--- src/rtl/core/afw_pkg.sv ---
// ----------------------------------------------------------------------------
// afw_pkg
// Shared sizes, register indexes and inter-stage structs of the affine warp
// texel sampler. Source sizes are powers of two (coordinate wrap is a mask).
// ----------------------------------------------------------------------------
package afw_pkg;

    localparam int SRC_WIDTH  = 64;
    localparam int SRC_HEIGHT = 32;
    localparam int FRAC_BITS  = 8;

    localparam int COL_W  = 6;
    localparam int ROW_W  = 5;
    localparam int CH_W   = 8;
    localparam int PIX_W  = 3 * CH_W;
    localparam int CFG_W  = 20;
    localparam int MODE_W = 2;

    localparam int XW         = $clog2(SRC_WIDTH);
    localparam int YW         = $clog2(SRC_HEIGHT);
    localparam int S_W        = CFG_W + COL_W + 2;
    localparam int BANK_AW    = XW + YW - 2;
    localparam int BANK_DEPTH = SRC_WIDTH * SRC_HEIGHT / 4;
    localparam int WT_W       = FRAC_BITS + 1;
    localparam int HB_W       = CH_W + FRAC_BITS;
    localparam int VB_W       = CH_W + 2 * FRAC_BITS;

    localparam int REG_IDX_W = 3;
    localparam int ADDR_W    = REG_IDX_W + 2;
    localparam int APB_DW    = 32;

    localparam logic [WT_W-1:0] ONE_FX = WT_W'(1 << FRAC_BITS);

    localparam logic [REG_IDX_W-1:0] REG_SCALE_MODE    = REG_IDX_W'(0);
    localparam logic [REG_IDX_W-1:0] REG_EMPTY_OUTSIDE = REG_IDX_W'(1);
    localparam logic [REG_IDX_W-1:0] REG_M_XX          = REG_IDX_W'(2);
    localparam logic [REG_IDX_W-1:0] REG_M_XY          = REG_IDX_W'(3);
    localparam logic [REG_IDX_W-1:0] REG_M_TX          = REG_IDX_W'(4);
    localparam logic [REG_IDX_W-1:0] REG_M_YX          = REG_IDX_W'(5);
    localparam logic [REG_IDX_W-1:0] REG_M_YY          = REG_IDX_W'(6);
    localparam logic [REG_IDX_W-1:0] REG_M_TY          = REG_IDX_W'(7);

    localparam logic [MODE_W-1:0] SCALE_NEAREST  = MODE_W'(0);
    localparam logic [MODE_W-1:0] SCALE_BILINEAR = MODE_W'(1);
    localparam logic              MODE_WRITE     = 1'b0;
    localparam logic              MODE_RENDER    = 1'b1;

    typedef struct packed {
        logic [MODE_W-1:0] scale_mode;
        logic              empty_outside;
        logic [CFG_W-1:0]  m_xx;
        logic [CFG_W-1:0]  m_xy;
        logic [CFG_W-1:0]  m_tx;
        logic [CFG_W-1:0]  m_yx;
        logic [CFG_W-1:0]  m_yy;
        logic [CFG_W-1:0]  m_ty;
    } t_cfg;

    // placed sample position, or a texel write, heading for the store
    typedef struct packed {
        logic                 vld;
        logic                 ren;
        logic                 outside;
        logic [XW-1:0]        ix;
        logic [FRAC_BITS-1:0] fx;
        logic [YW-1:0]        iy;
        logic [FRAC_BITS-1:0] fy;
        logic [XW-1:0]        wcol;
        logic [YW-1:0]        wrow;
        logic [PIX_W-1:0]     wdata;
    } t_smp;

    // bank read data plus what the blend needs to pick the corners
    typedef struct packed {
        logic                  vld;
        logic                  outside;
        logic                  near;
        logic                  x0b;
        logic                  x1b;
        logic                  y0b;
        logic                  y1b;
        logic                  sel_x;
        logic                  sel_y;
        logic [FRAC_BITS-1:0]  fx;
        logic [FRAC_BITS-1:0]  fy;
        logic [3:0][PIX_W-1:0] q;
    } t_tex;

endpackage

--- src/rtl/core/afw_blend.sv ---
// ----------------------------------------------------------------------------
// afw_blend
// Corner selection, horizontal blend of top and bottom rows, vertical blend,
// nearest pick, zeroing of outside samples and the registered result word.
// ----------------------------------------------------------------------------
module afw_blend (
    input  logic                        i_clk,
    input  logic                        i_rst_n,
    input  afw_pkg::t_tex               i_tex,
    output logic                        o_valid,
    output logic [afw_pkg::CH_W-1:0]    o_red,
    output logic [afw_pkg::CH_W-1:0]    o_green,
    output logic [afw_pkg::CH_W-1:0]    o_blue,
    output logic                        o_outside
);

    localparam int CH_W = afw_pkg::CH_W;
    localparam int HB_W = afw_pkg::HB_W;
    localparam int VB_W = afw_pkg::VB_W;
    localparam int WT_W = afw_pkg::WT_W;
    localparam int FB   = afw_pkg::FRAC_BITS;

    logic [afw_pkg::PIX_W-1:0] n_tl, n_tr, n_bl, n_br, n_near;
    logic [WT_W-1:0]           n_wx0, n_wx1, n_wy0, n_wy1;
    logic [HB_W:0]             n_top [3];
    logic [HB_W:0]             n_bot [3];
    logic [VB_W:0]             n_v [3];

    logic                      r5_vld, r5_outside, r5_near;
    logic [afw_pkg::PIX_W-1:0] r5_texel;
    logic [FB-1:0]             r5_fy;
    logic [HB_W-1:0]           r5_top [3];
    logic [HB_W-1:0]           r5_bot [3];

    logic                      r_valid, r_outside;
    logic [CH_W-1:0]           r_ch [3];

    always_comb begin
        n_tl   = i_tex.q[{i_tex.y0b, i_tex.x0b}];
        n_tr   = i_tex.q[{i_tex.y0b, i_tex.x1b}];
        n_bl   = i_tex.q[{i_tex.y1b, i_tex.x0b}];
        n_br   = i_tex.q[{i_tex.y1b, i_tex.x1b}];
        n_near = i_tex.q[{i_tex.sel_y ? i_tex.y1b : i_tex.y0b,
                          i_tex.sel_x ? i_tex.x1b : i_tex.x0b}];
        n_wx1  = WT_W'(i_tex.fx);
        n_wx0  = afw_pkg::ONE_FX - n_wx1;
        for (int c = 0; c < 3; c++) begin
            n_top[c] = (HB_W+1)'(n_tl[c*CH_W +: CH_W]) * (HB_W+1)'(n_wx0)
                     + (HB_W+1)'(n_tr[c*CH_W +: CH_W]) * (HB_W+1)'(n_wx1);
            n_bot[c] = (HB_W+1)'(n_bl[c*CH_W +: CH_W]) * (HB_W+1)'(n_wx0)
                     + (HB_W+1)'(n_br[c*CH_W +: CH_W]) * (HB_W+1)'(n_wx1);
        end
    end

    always_ff @(posedge i_clk) begin
        if (!i_rst_n) begin
            r5_vld <= 1'b0;
        end else begin
            r5_vld <= i_tex.vld;
        end
        r5_outside <= i_tex.outside;
        r5_near    <= i_tex.near;
        r5_texel   <= n_near;
        r5_fy      <= i_tex.fy;
        for (int c = 0; c < 3; c++) begin
            r5_top[c] <= n_top[c][HB_W-1:0];
            r5_bot[c] <= n_bot[c][HB_W-1:0];
        end
    end

    always_comb begin
        n_wy1 = WT_W'(r5_fy);
        n_wy0 = afw_pkg::ONE_FX - n_wy1;
        for (int c = 0; c < 3; c++) begin
            n_v[c] = (VB_W+1)'(r5_top[c]) * (VB_W+1)'(n_wy0)
                   + (VB_W+1)'(r5_bot[c]) * (VB_W+1)'(n_wy1);
        end
    end

    always_ff @(posedge i_clk) begin
        if (!i_rst_n) begin
            r_valid <= 1'b0;
        end else begin
            r_valid <= r5_vld;
        end
        r_outside <= r5_outside;
        for (int c = 0; c < 3; c++) begin
            if (r5_outside) begin
                r_ch[c] <= '0;
            end else if (r5_near) begin
                r_ch[c] <= r5_texel[c*CH_W +: CH_W];
            end else begin
                r_ch[c] <= n_v[c][VB_W-1:2*FB];
            end
        end
    end

    assign o_valid   = r_valid;
    assign o_outside = r_outside;
    assign o_red     = r_ch[2];
    assign o_green   = r_ch[1];
    assign o_blue    = r_ch[0];

endmodule

--- config.mk ---
export PLATFORM = sky130hd
export DESIGN_NAME = afw_blend
export DESIGN_NICKNAME = d
export VERILOG_FILES = /design/src/rtl/core/afw_pkg.sv /design/src/rtl/core/afw_blend.sv
export SDC_FILE = /design/constraint.sdc
export NUM_CORES = 2
export LEC_CHECK = 0
export BUFFER_PORTS_ARGS = -buffer_cell sky130_fd_sc_hd__buf_4
export CORE_MARGIN = 3
export CORE_UTILIZATION = 40
export DETAILED_ROUTE_END_ITERATION = 6
export PLACE_DENSITY_LB_ADDON = 0.2
export SKIP_CTS_REPAIR_TIMING = 1
export SLEW_MARGIN = 10
export SYNTH_ARGS = -nofsm -noshare
export SYNTH_HDL_FRONTEND = slang
export SYNTH_SLANG_ARGS = --single-unit
export TNS_END_PERCENT = 30
--- constraint.sdc ---
create_clock -name i_clk -period 11.8 [get_ports i_clk]
set_clock_uncertainty 0.1 [all_clocks]
set_input_delay 0 -clock i_clk [delete_from_list [all_inputs] [get_ports i_clk]]
set_output_delay 0 -clock i_clk [all_outputs]
set_load 0.05 [all_outputs]
### Word-level counts from Yosys, hierarchy flattened

Memories as Yosys holds them, arrays and structs flattened.
Index checks and enable logic that the tools add are counted.

* input port bits: 123
* RAM bits: 120
* logic and storage cells: 76
* memories: 3
* bits in registers: 37

* $lt $le $gt $ge: 5
* bitwise logic cells: 6
* $mul: 18
* $add $sub $neg: 11
* mux-type cells: 26

Memory list
* r5_bot: depth 3, bits a word 16, read ports 3, clocked after Yosys merged registers in 0, wr ports 3, line afw_blend.sv:33 `logic [HB_W-1:0] r5_bot [3];`
* r5_top: depth 3, bits a word 16, read ports 3, clocked after Yosys merged registers in 0, wr ports 3, line afw_blend.sv:32 `logic [HB_W-1:0] r5_top [3];`
* r_ch: depth 3, bits a word 8, read ports 3, clocked after Yosys merged registers in 0, wr ports 3, line afw_blend.sv:36 `logic [CH_W-1:0] r_ch [3];`

Operator list (number)
* $bmux W24 S2: 5
* $mux W24: 5
* $add A16 B16 Y16: 6
* $mul A8 B8 Y16: 6
* $mul A8 B9 Y16: 6
* $add A24 B24 Y24: 3
* $mul A16 B8 Y24: 3
* $mul A16 B9 Y24: 3
* $mux W8: 6
* $sub A9 B8 Y9 const A: 2
* $lt A2 B3 Y1 const B: 5
* $mux W1: 10
* $or A1 B1 Y1: 6

### Depth between registers and ports, before layout

* word-level depth: 5
* mapped depth: 27
* depth with buffers taken out: 25

### Least setup slack after synthesis

No wires, ideal clock.

* path kind: flip-flop to flip-flop
* from: register r5_fy[0]
* to: memory r_ch[0][0], data pin
* slack: 5229 ps
* data required time: 11443 ps
* cell stages (with the launch flop): 24
* arrival time: 6214 ps
* clock period less this slack: 6571 ps
* cell sequence: dfxtp_1 > clkbuf_1 > nor3_1 > xnor2_1 > clkbuf_1 > clkbuf_1 > nand2_1 > fa_1 > fa_1 > inv_1 > fa_1 > fa_1 > fa_1 > inv_1 > fa_1 > inv_1 > ha_1 > a21oi_1 > o21ai_0 > a221o_1 > a221o_1 > a21oi_2 > nand2b_1 > a32o_2

RTL lines
* start: declaration: line afw_blend.sv:31 `logic [FB-1:0] r5_fy;`
* start signal: assignment: line afw_blend.sv:64 `r5_fy <= i_tex.fy;`
* end: declaration: line afw_blend.sv:36

==> flow_metrics.py <==
metrics = {
    "timing": {
        "fin_crit_sh_pct": 68.6,
        "final.min_clock_period_ns": 8.09,
        "whs_ns": 0.0525,
        "setup_tns_ns": 0,
        "worst_slew_pin_slew_ns": 1.16,
        "finalHoldViolCount": 0,
        "setup_viol": 0,
        "slew_headroom_pct": 22.5,
        "rsz0062_at_grt": "no",
        "slew_viol_final": 0,
        "max_freq_mhz": 124,
    },
    "worst_setup_path": {
        "start_kind": "register",
        "crit_type": "register to register",
        "crit_path_end_kind": "register",
        "crit_required_ns": 11.90,
        "cp.arrival_ns": 8.20,
        "path_max_fanout": 51,
    },
    "yosys": {
        "synth_area_leaders": "fa_1 (43%), ha_1 (13%), inv_1 (11%), and2_1 (7.7%), nand2_1 (5.8%)",
        "ys.flop_type": "dfxtp_1",
        "synth_top_area_cell": "fa_1",
        "synth_edf_count": 24,
        "yosysTopAreaCellShare_pct": 43.3,
        "postSynth.asyncResetShare_pct": 0,
        "avgSynthCellArea_um2": 8.88,
        "ys_warn_count": 0,
        "syn_inst": 6588,
        "syn_area_mm2": 0.0585,
        "seq_area_frac_synth_pct": 5.79,
        "ys_ff_latch": 157,
        "ys_types": 76,
    },
    "drt": {
        "ant_nets": 0,
        "drt_iter0_drc": 2497,
        "drt_pre_antenna_iters": 5,
        "wl_per_cell_um": 18.8,
        "vias": 42012,
        "route.detailed.drc": 0,
        "vias_per_cell": 4.91,
        "postRouteWirelength_um": 161000,
    },
    "final_layout": {
        "syn_to_final_growth_pct": 7.50,
        "final_common_cell": "inv_1",
        "layout.cells.non_filler": 8555,
        "drive_gt1_share_pct": 5.72,
        "final_cell_mix": "inv_1 (1,743), fa_1 (1,266), nand2_1 (905)",
        "nNetsFinal": 8623,
    },
    "placement": {
        "gp_congestion": 0.875,
        "dp_hpwl_um": 130000,
        "io_buffers": 148,
        "dp_cells": 8459,
    },
    "floorplan": {
        "start_util_pct": 40.5,
        "die_h_um": 388,
        "die_x_um": 388,
        "rows": 139,
        "num_io_pins": 149,
        "core-area_mm2": 0.144,
        "die-area_mm2": 0.151,
    },
    "run_status": {
        "run_status": "complete, no violations",
    },
    "clock_network": {
        "cts.root.buffer_cell": "clkbuf_16",
        "cts_max_path_buffers": 2,
        "clkLatencyLatePin_ns": 0.50,
        "clk_pin_slew_ns": 0.09,
        "cts_max_level": 4,
        "cts_tree": "done",
        "cts.sinks": 157,
        "cts_made_buffers": 17,
    },
    "run": {
        "maxCapViolCount": 0,
    },
    "min_path": {
        "hp-class": "input pin to register",
    },
    "global_routing": {
        "overflow": 0,
        "antenna_found_initial": 8,
        "grt_max_degree": 71,
        "grt_pass1_wl_um": 260000,
        "grt_pass1_vias": 45206,
        "grt_usage_pct": 22.2,
    },
}
[area by class of cell]
cell class                      instances  area, µm²
Antenna cell                            4       10.0
Clock buffer                           17        425
Clock inverter                         15        173
Fill cell                           14329      81500
Inverter                             1744       6550
Multi-Input combinational cell       4453      47800
Sequential cell                       157       3400
Tap cell                             1903       2380
Timing Repair Buffer                  262       2120
[path summary, 6_finish.rpt]
check / slack (ns) / startpoint / depth (start not counted) / endpoint
worst min register to register: 0.35 / r5_vld / 1 / o_valid
worst max register to register: 3.71 / r5_fy[2] / 26 / r_ch[0][5]
worst max-delay path: 3.71 / r5_fy[2] / 26 / r_ch[0][5]
worst min-delay path: 0.05 / i_tex[101] / 2 / r5_fy[5]
[registers in the layout, indices dropped and copies added, names as in the netlist]
signal and cells:
o_outside 1, r5_texel 24, r_ch 24, r5_vld 1, r5_fy 8, r5_outside 1, o_valid 1, r5_bot 48
r5_near 1, r5_top 48
[cells by family (layout without fill, tap and decap cells)]
kind of cell / Yosys count / in the layout / synth area share [%]
compound gates: 315 / 315 / 3.68
xor+xnor: 162 / 162 / 2.43
fa+ha+maj: 1865 / 1865 / 56.2
buf+inv: 2001 / 2038 / 13.0
flops: 157 / 157 / 5.79
mux: 128 / 128 / 2.81
other cells: 1 / 28 / 0.00641
simple gates: 1959 / 1959 / 16.2
[critical path: stages, from the launching register on]
cell and delay, ns:
dfxtp_2 0.32, buf_4 0.50, nor2_1 0.16, nand3_1 0.14, nor4_1 0.08, xnor2_2 0.67
buf_4 0.46, and2_1 0.20, fa_1 0.41, inv_1 0.08, fa_1 0.44, fa_1 0.51
inv_1 0.05, fa_1 0.49, fa_1 0.49, inv_1 0.05, fa_1 0.47, inv_1 0.04
ha_1 0.30, and4_4 0.23, and3_1 0.19, nand3_1 0.13, a31o_1 0.28, nand2_1 0.10
a21o_1 0.18, a211oi_1 0.09, o41ai_1 0.57
[per-stage QoR]
step	utilization, %	cell area (µm²)	worst slack, ns
4_1_cts	43.1	62200	3.74
2_1_floorplan	-	58600	5.23
5_1_grt	43.5	62800	3.25
3_3_place_gp	42.7	61600	3.95
3_5_place_dp	42.7	61600	3.76
6_report	43.5	62900	3.71
[layer usage]
| layer | routed length [µm] | track usage, % | up-vias |
|---|---|---|---|
| li1 | - | - | 19256 |
| met1 | 76500 | 32.5 | 21649 |
| met2 | 73800 | 36.0 | 1008 |
| met3 | 8550 | 2.48 | 99 |
| met4 | 2180 | 3.68 | 0 |
| met5 | 0 | 0 | - |
[cell usage after synthesis, drive strengths merged, types with 56 or more instances]
cell type  count
a21oi        132
and2         722
buf           63
clkbuf       194
dfxtp        133
fa          1266
ha           599
inv         1743
mux2i         56
nand2        905
nor2         201
xnor2        129
Power is not shown: default switching activity piles up to over one toggle a cycle in this logic, so the estimate is an artifact.
