[src/rtl/core/afw_pkg.sv]
// ----------------------------------------------------------------------------
// afw_pkg
// Shared sizes, register indexes and inter-stage structs of the affine warp
// texel sampler. Source sizes are powers of two (coordinate wrap is a mask).
// ----------------------------------------------------------------------------
package afw_pkg;

    localparam int SRC_WIDTH  = 64;
    localparam int SRC_HEIGHT = 32;
    localparam int FRAC_BITS  = 8;

    localparam int COL_W  = 6;
    localparam int ROW_W  = 5;
    localparam int CH_W   = 8;
    localparam int PIX_W  = 3 * CH_W;
    localparam int CFG_W  = 20;
    localparam int MODE_W = 2;

    localparam int XW         = $clog2(SRC_WIDTH);
    localparam int YW         = $clog2(SRC_HEIGHT);
    localparam int S_W        = CFG_W + COL_W + 2;
    localparam int BANK_AW    = XW + YW - 2;
    localparam int BANK_DEPTH = SRC_WIDTH * SRC_HEIGHT / 4;
    localparam int WT_W       = FRAC_BITS + 1;
    localparam int HB_W       = CH_W + FRAC_BITS;
    localparam int VB_W       = CH_W + 2 * FRAC_BITS;

    localparam int REG_IDX_W = 3;
    localparam int ADDR_W    = REG_IDX_W + 2;
    localparam int APB_DW    = 32;

    localparam logic [WT_W-1:0] ONE_FX = WT_W'(1 << FRAC_BITS);

    localparam logic [REG_IDX_W-1:0] REG_SCALE_MODE    = REG_IDX_W'(0);
    localparam logic [REG_IDX_W-1:0] REG_EMPTY_OUTSIDE = REG_IDX_W'(1);
    localparam logic [REG_IDX_W-1:0] REG_M_XX          = REG_IDX_W'(2);
    localparam logic [REG_IDX_W-1:0] REG_M_XY          = REG_IDX_W'(3);
    localparam logic [REG_IDX_W-1:0] REG_M_TX          = REG_IDX_W'(4);
    localparam logic [REG_IDX_W-1:0] REG_M_YX          = REG_IDX_W'(5);
    localparam logic [REG_IDX_W-1:0] REG_M_YY          = REG_IDX_W'(6);
    localparam logic [REG_IDX_W-1:0] REG_M_TY          = REG_IDX_W'(7);

    localparam logic [MODE_W-1:0] SCALE_NEAREST  = MODE_W'(0);
    localparam logic [MODE_W-1:0] SCALE_BILINEAR = MODE_W'(1);
    localparam logic              MODE_WRITE     = 1'b0;
    localparam logic              MODE_RENDER    = 1'b1;

    typedef struct packed {
        logic [MODE_W-1:0] scale_mode;
        logic              empty_outside;
        logic [CFG_W-1:0]  m_xx;
        logic [CFG_W-1:0]  m_xy;
        logic [CFG_W-1:0]  m_tx;
        logic [CFG_W-1:0]  m_yx;
        logic [CFG_W-1:0]  m_yy;
        logic [CFG_W-1:0]  m_ty;
    } t_cfg;

    // placed sample position, or a texel write, heading for the store
    typedef struct packed {
        logic                 vld;
        logic                 ren;
        logic                 outside;
        logic [XW-1:0]        ix;
        logic [FRAC_BITS-1:0] fx;
        logic [YW-1:0]        iy;
        logic [FRAC_BITS-1:0] fy;
        logic [XW-1:0]        wcol;
        logic [YW-1:0]        wrow;
        logic [PIX_W-1:0]     wdata;
    } t_smp;

    // bank read data plus what the blend needs to pick the corners
    typedef struct packed {
        logic                  vld;
        logic                  outside;
        logic                  near;
        logic                  x0b;
        logic                  x1b;
        logic                  y0b;
        logic                  y1b;
        logic                  sel_x;
        logic                  sel_y;
        logic [FRAC_BITS-1:0]  fx;
        logic [FRAC_BITS-1:0]  fy;
        logic [3:0][PIX_W-1:0] q;
    } t_tex;

endpackage

[src/rtl/core/afw_xform.sv]
// ----------------------------------------------------------------------------
// afw_xform
// Affine map of the display pixel to a source position (products, sum) and
// placement of each coordinate into the image: wrap or outside test.
// ----------------------------------------------------------------------------
module afw_xform (
    input  logic                         i_clk,
    input  logic                         i_rst_n,
    input  afw_pkg::t_cfg                i_cfg,
    input  logic                         i_go,
    input  logic                         i_mode,
    input  logic [afw_pkg::COL_W-1:0]    i_col,
    input  logic [afw_pkg::ROW_W-1:0]    i_row,
    input  logic [afw_pkg::PIX_W-1:0]    i_wdata,
    output afw_pkg::t_smp                o_smp
);

    localparam int S_W   = afw_pkg::S_W;
    localparam int CFG_W = afw_pkg::CFG_W;
    localparam int COL_W = afw_pkg::COL_W;
    localparam int ROW_W = afw_pkg::ROW_W;
    localparam int XW    = afw_pkg::XW;
    localparam int YW    = afw_pkg::YW;
    localparam int FB    = afw_pkg::FRAC_BITS;

    logic signed [CFG_W+COL_W:0] n_pxc, n_pyc;
    logic signed [CFG_W+ROW_W:0] n_pxr, n_pyr;

    logic                        r1_vld, r1_ren;
    logic [XW-1:0]               r1_wcol;
    logic [YW-1:0]               r1_wrow;
    logic [afw_pkg::PIX_W-1:0]   r1_wdata;
    logic signed [S_W-1:0]       r1_pxc, r1_pxr, r1_pyc, r1_pyr;

    logic                        r2_vld, r2_ren;
    logic [XW-1:0]               r2_wcol;
    logic [YW-1:0]               r2_wrow;
    logic [afw_pkg::PIX_W-1:0]   r2_wdata;
    logic signed [S_W-1:0]       r2_sx, r2_sy;

    logic [S_W-1:0]              n_mag_x, n_mag_y;
    logic [XW+FB-1:0]            n_ax;
    logic [YW+FB-1:0]            n_ay;
    logic                        n_out_x, n_out_y;

    afw_pkg::t_smp               r3_smp;

    assign n_pxc = $signed(i_cfg.m_xx) * $signed({1'b0, i_col});
    assign n_pxr = $signed(i_cfg.m_xy) * $signed({1'b0, i_row});
    assign n_pyc = $signed(i_cfg.m_yx) * $signed({1'b0, i_col});
    assign n_pyr = $signed(i_cfg.m_yy) * $signed({1'b0, i_row});

    // stage 1: products
    always_ff @(posedge i_clk) begin
        if (!i_rst_n) begin
            r1_vld <= 1'b0;
        end else begin
            r1_vld <= i_go;
        end
        r1_ren   <= (i_mode == afw_pkg::MODE_RENDER);
        r1_wcol  <= XW'(i_col);
        r1_wrow  <= YW'(i_row);
        r1_wdata <= i_wdata;
        r1_pxc   <= S_W'(n_pxc);
        r1_pxr   <= S_W'(n_pxr);
        r1_pyc   <= S_W'(n_pyc);
        r1_pyr   <= S_W'(n_pyr);
    end

    // stage 2: sums with offset
    always_ff @(posedge i_clk) begin
        if (!i_rst_n) begin
            r2_vld <= 1'b0;
        end else begin
            r2_vld <= r1_vld;
        end
        r2_ren   <= r1_ren;
        r2_wcol  <= r1_wcol;
        r2_wrow  <= r1_wrow;
        r2_wdata <= r1_wdata;
        r2_sx    <= r1_pxc + r1_pxr + S_W'($signed(i_cfg.m_tx));
        r2_sy    <= r1_pyc + r1_pyr + S_W'($signed(i_cfg.m_ty));
    end

    // stage 3: placement; loop mode keeps |s| mod period, a mask here
    always_comb begin
        n_mag_x = r2_sx[S_W-1] ? S_W'(-r2_sx) : S_W'(r2_sx);
        n_mag_y = r2_sy[S_W-1] ? S_W'(-r2_sy) : S_W'(r2_sy);
        n_ax    = i_cfg.empty_outside ? r2_sx[XW+FB-1:0] : n_mag_x[XW+FB-1:0];
        n_ay    = i_cfg.empty_outside ? r2_sy[YW+FB-1:0] : n_mag_y[YW+FB-1:0];
        n_out_x = r2_sx[S_W-1] | (|r2_sx[S_W-2:XW+FB]);
        n_out_y = r2_sy[S_W-1] | (|r2_sy[S_W-2:YW+FB]);
    end

    always_ff @(posedge i_clk) begin
        if (!i_rst_n) begin
            r3_smp.vld <= 1'b0;
        end else begin
            r3_smp.vld <= r2_vld;
        end
        r3_smp.ren     <= r2_ren;
        r3_smp.outside <= i_cfg.empty_outside & (n_out_x | n_out_y);
        r3_smp.ix      <= n_ax[XW+FB-1:FB];
        r3_smp.fx      <= n_ax[FB-1:0];
        r3_smp.iy      <= n_ay[YW+FB-1:FB];
        r3_smp.fy      <= n_ay[FB-1:0];
        r3_smp.wcol    <= r2_wcol;
        r3_smp.wrow    <= r2_wrow;
        r3_smp.wdata   <= r2_wdata;
    end

    assign o_smp = r3_smp;

endmodule

[config.mk]
export PLATFORM = sky130hd
export DESIGN_NAME = afw_xform
export DESIGN_NICKNAME = d
export VERILOG_FILES = /design/src/rtl/core/afw_pkg.sv /design/src/rtl/core/afw_xform.sv
export SDC_FILE = /design/constraint.sdc
export NUM_CORES = 1
export LEC_CHECK = 0
export ABC_AREA = 1
export BUFFER_PORTS_ARGS = -buffer_cell sky130_fd_sc_hd__buf_2
export CAP_MARGIN = 10
export CORE_MARGIN = 2
export CORE_UTILIZATION = 38
export DETAILED_ROUTE_END_ITERATION = 7
export PLACE_DENSITY = 0.63
export SYNTH_ARGS = -nofsm -noshare
export SYNTH_HDL_FRONTEND = slang
export SYNTH_SLANG_ARGS = --single-unit
[constraint.sdc]
create_clock -name i_clk -period 9.4 [get_ports i_clk]
set_input_delay 2.82 -clock i_clk [delete_from_list [all_inputs] [get_ports i_clk]]
set_output_delay 2.82 -clock i_clk [all_outputs]
set_load 0.05 [all_outputs]
Word-level counts from Yosys, hierarchy flattened
Index checks and enable logic that the tools add are counted.
{"block": "classes", "n_bitwise": 4, "mul": 4, "reduce_logical": 2, "mux": 4, "n_addsub": 6}
{"cell": "27-bit by 26-bit adder with 28-bit output", "n": 2}
{"cell": "28-bit by 20-bit adder with 28-bit output", "n": 2}
{"cell": "20-bit by 7-bit multiplier with 27-bit output", "n": 2}
{"cell": "20-bit by 6-bit multiplier with 26-bit output", "n": 2}
{"cell": "14-bit two-way mux", "n": 2}
{"cell": "13-bit two-way mux", "n": 2}
{"cell": "14-bit negation", "n": 1}
{"cell": "14-bit OR reduction", "n": 1}
{"cell": "13-bit negation", "n": 1}
{"cell": "13-bit OR reduction", "n": 1}
{"cell": "1-bit bitwise OR", "n": 3}
{"cell": "1-bit bitwise AND", "n": 1}
{"block": "word_totals", "inputBits": 162, "reg_bits": 301, "output_inout_bits": 65, "word_cells": 46}

Longest topological paths before layout
{"block": "depth", "depth_word": 4, "mapped_depth": 22}

Worst setup path before layout
Ideal clock, no wire load.
{"block": "synth_path", "path_type": "input to register", "from": "input i_col[1] in the netlist's numbering", "to": "register, netlist name r1_pyc[26]", "arrival_time_ns": 6.363, "slack_ns": 2.923, "n_path_buf": 1, "stages": 15, "path_cell_list": "clkbuf_1 nand2_1 fa_1 inv_1 fa_1 fa_1 inv_1 fa_1 inv_1 ha_1 nand2_1 nor3_1 nand3_1 nand4_1 nand2_1"}
{"block": "synth_between", "elab_chain_cells": 1}
{"item": "start, declared", "line": "afw_xform.sv:12", "text": "input logic [afw_pkg::COL_W-1:0] i_col,"}
{"item": "20-bit by 7-bit multiplier with 27-bit output", "line": "afw_xform.sv:50", "text": "assign n_pyc = $signed(i_cfg.m_yx) * $signed({1'b0, i_col});"}
{"item": "net n_pyc[26]", "line": "afw_xform.sv:26", "text": "logic signed [CFG_W+COL_W:0] n_pxc, n_pyc;"}
The timed path passes the listed nets, and every way through them passes these cells.
A chain may end at the register's enable or synchronous reset.

Final worst setup path
{"block": "layout_path", "from": "input i_col[1] in the netlist's numbering", "to": "register r1_pyc[21]"}
{"block": "layout_between", "elab_chain_cells": 1}
{"item": "20-bit by 7-bit multiplier with 27-bit output", "line": "afw_xform.sv:50"}
{"item": "net n_pyc[21]", "line": "afw_xform.sv:26"}
{"item": "end signal, assigned", "line": "afw_xform.sv:66", "text": "r1_pyc <= S_W'(n_pyc);"}
{"item": "end, declared", "line": "afw_xform.sv:33", "text": "logic signed [S_W-1:0] r1_pxc, r1_pxr, r1_pyc, r1_pyr;"}
The timed path passes the listed nets, and every way through them passes these cells.

==> metrics.txt <==
first-pass GRT wire length 121000 um; #FFs+latches synth 301; commonest non-fill, non-tap cell in the layout nand2_1; Multi-input gate area 19300 um2; Slew Viols, Final 0; Post-CTS Setup Inserts 0; DR iter-0 viols 1234; unrepaired setup endpoints after global routing false; fin worst setup slack 2530 ps; DRT Wirelength 72700 um; min-delay worst type reg -> reg; CTS Buffer Depth 3; final std cell area, no fill 33500 um2; Final period util 73.1%; clock slew at reported path FFs 50 ps; HPWL after DPL 62400 um; largest net degree at the start of global routing 44; Root Driver clkbuf_16; Hold Buf Count CTS 0; DR vias 24339; Reg power frac 18.6%; Yosys warnings 0; routed length per instance 13.2 um; status completed; Site Rows 103; crit path DAT 7300 ps; Placed Area 32300 um2; initial antenna violation count 3; H-tree lvl count 2; sw frac 52.7%; TritonCTS clock tree yes; synthesized area per cell 7.10 um2; Max-slew headroom 33.9%; Seq/Total Area, Yosys 20.1%; antenna cell count 0; post-layout min period 6870 ps; Final Wtd Congestion 0.931; crit-path max FO 31; Synth Flop Type dfxtp_1; Starting Density 38.2%; internal power 5230 uW; clock power share 12.2%; fraction of registers with async set/reset 0%; die height 285 um; net switching power figure 5840 uW; CTS Sinks 301; Total Routing Usage GR 18.3%; PortBufs 224; # Max-Cap Violations 0; # fillers 8223; CTS resizes 0; TritonCTS Buffers 35; pre-CTS setup slack 1980 ps; most frequent cells in the layout nand2_1 (1354), inv_1 (1212), fa_1 (344), dfxtp_1 (301), ha_1 (260); combinational power share 69.2%; syn nets 4997; Worst VDD drop 0.181 mV; Die ar. 81300 um2; Core Region 78600 um2; clk_skew 31.3 ps; I/O Pins 227; Worst setup EP type register; Layout Utilization 42.6%; vias in the first global route 24079; DRC errors left 0; Avg Vias per Cell 4.41; WS Path Type in -> reg; TritonRoute pass-1 iters 5; Leak Pwr 0.0209 uW; layout cell share with drive strength beyond 1 7.13%; Layout area overhead 11.4%; number of library cell types mapped by synthesis 35; Netlist Area Pre-Place 30000 um2; # setup viols final 0; Critical Path Start Type input pin; Slew @ Worst Pin 991 ps; CP Data Required Time 9830 ps; Final #Nets 5215; total gr overflow 0; Register Area 6030 um2; EDFF count, synth 0; total negative slack 0 ps; Die W 285 um; power density over the cells 331 nW/um2; gate count after technology mapping 4231; DRT antenna net count 0; Final Hold Violating Endpoints 0; Peak Freq 0.146 GHz; worst hold slack 321 ps; clock latency on the worst-skew pair 560 ps
power groups by stage:
stage	combinational (uW)	clock (uW)	sequential (uW)
final	7670	1350	2060
after global routing	8840	1440	2100
after floorplan	5500	0	2210
after detailed placement	7670	0	2100
after CTS	7710	1390	2070
after global placement	7610	0	2090
final cells by class:
class                      count  share of cell area, %
clock buffer                  45                   2.91
clock inverter                14                  0.549
inverter                    1213                   13.6
multi-input combinational   2672                   57.6
sequential                   301                   18.0
tap                         1050                   3.92
timing repair buffer         226                   3.39
worst max-delay path, stage by stage:
cell,delay [ps]
buf_2,560
buf_4,320
nand2_1,160
fa_1,530
inv_1,70
fa_1,500
fa_1,500
inv_1,50
fa_1,490
inv_1,40
ha_1,400
nand2_1,120
nor2_1,190
and2_1,180
nand4_1,120
nand4_1,130
nand2_1,100
cell families after synthesis:
kind of cell	Yosys count	synth area share (%)
fa+ha+maj	604	33.7
flops	301	20.1
compound gates	157	2.74
xor+xnor	109	3.18
simple gates	1802	24.5
buf+inv	1258	15.7
path summary, 6_finish.rpt:
path                 from      endpoint  slack [ps]  cells after the start
max              i_col[1]    r1_pyc[21]        2530                     17
min          r1_wdata[13]  r2_wdata[13]         320                      0
max reg2reg     r1_pxc[1]     r2_sx[13]        6690                     12
min reg2reg  r1_wdata[13]  r2_wdata[13]         320                      0
cells in the mapped netlist (12+ instances only):
cell type     n  area share (%)
o21ai_0      32            0.53
nor2_1      156             1.9
nand4_1      66             1.4
inv_1      1212              15
xnor2_1      25            0.73
nand2_1    1354              17
ha_1        260              11
nand3_1     137             2.3
clkbuf_1     41            0.51
fa_1        344              23
dfxtp_1     301              20
nor3_1       26            0.43
o21bai_1     12            0.30
xor2_1       84             2.4
a21oi_1     107             1.8
sequential cells by signal, summed over array words and instances, names as in the netlist, 6 cells and up:
name / cells
r1_pxc: 27
r1_wcol: 6
r2_wcol: 6
r1_pyc: 27
o_smp: 65
r1_wdata: 24
r1_pyr: 26
r2_sx: 28
r2_wdata: 24
r1_pxr: 26
r2_sy: 28
metal layers:
layer  GRT usage [%]  part of all wire (%)
met5               0                 0.047
met3            1.91                   4.0
met1            24.8                    47
met4            3.77                   1.7
met2            31.6                    47
metrics by stage:
stage	power (uW)	instances
after global placement	9710	5462
after CTS	11200	5521
after detailed placement	9770	5462
after global routing	12400	5521
final	11100	5521
after floorplan	7710	4231
No activity file was read; power rests on OpenSTA's default activity.
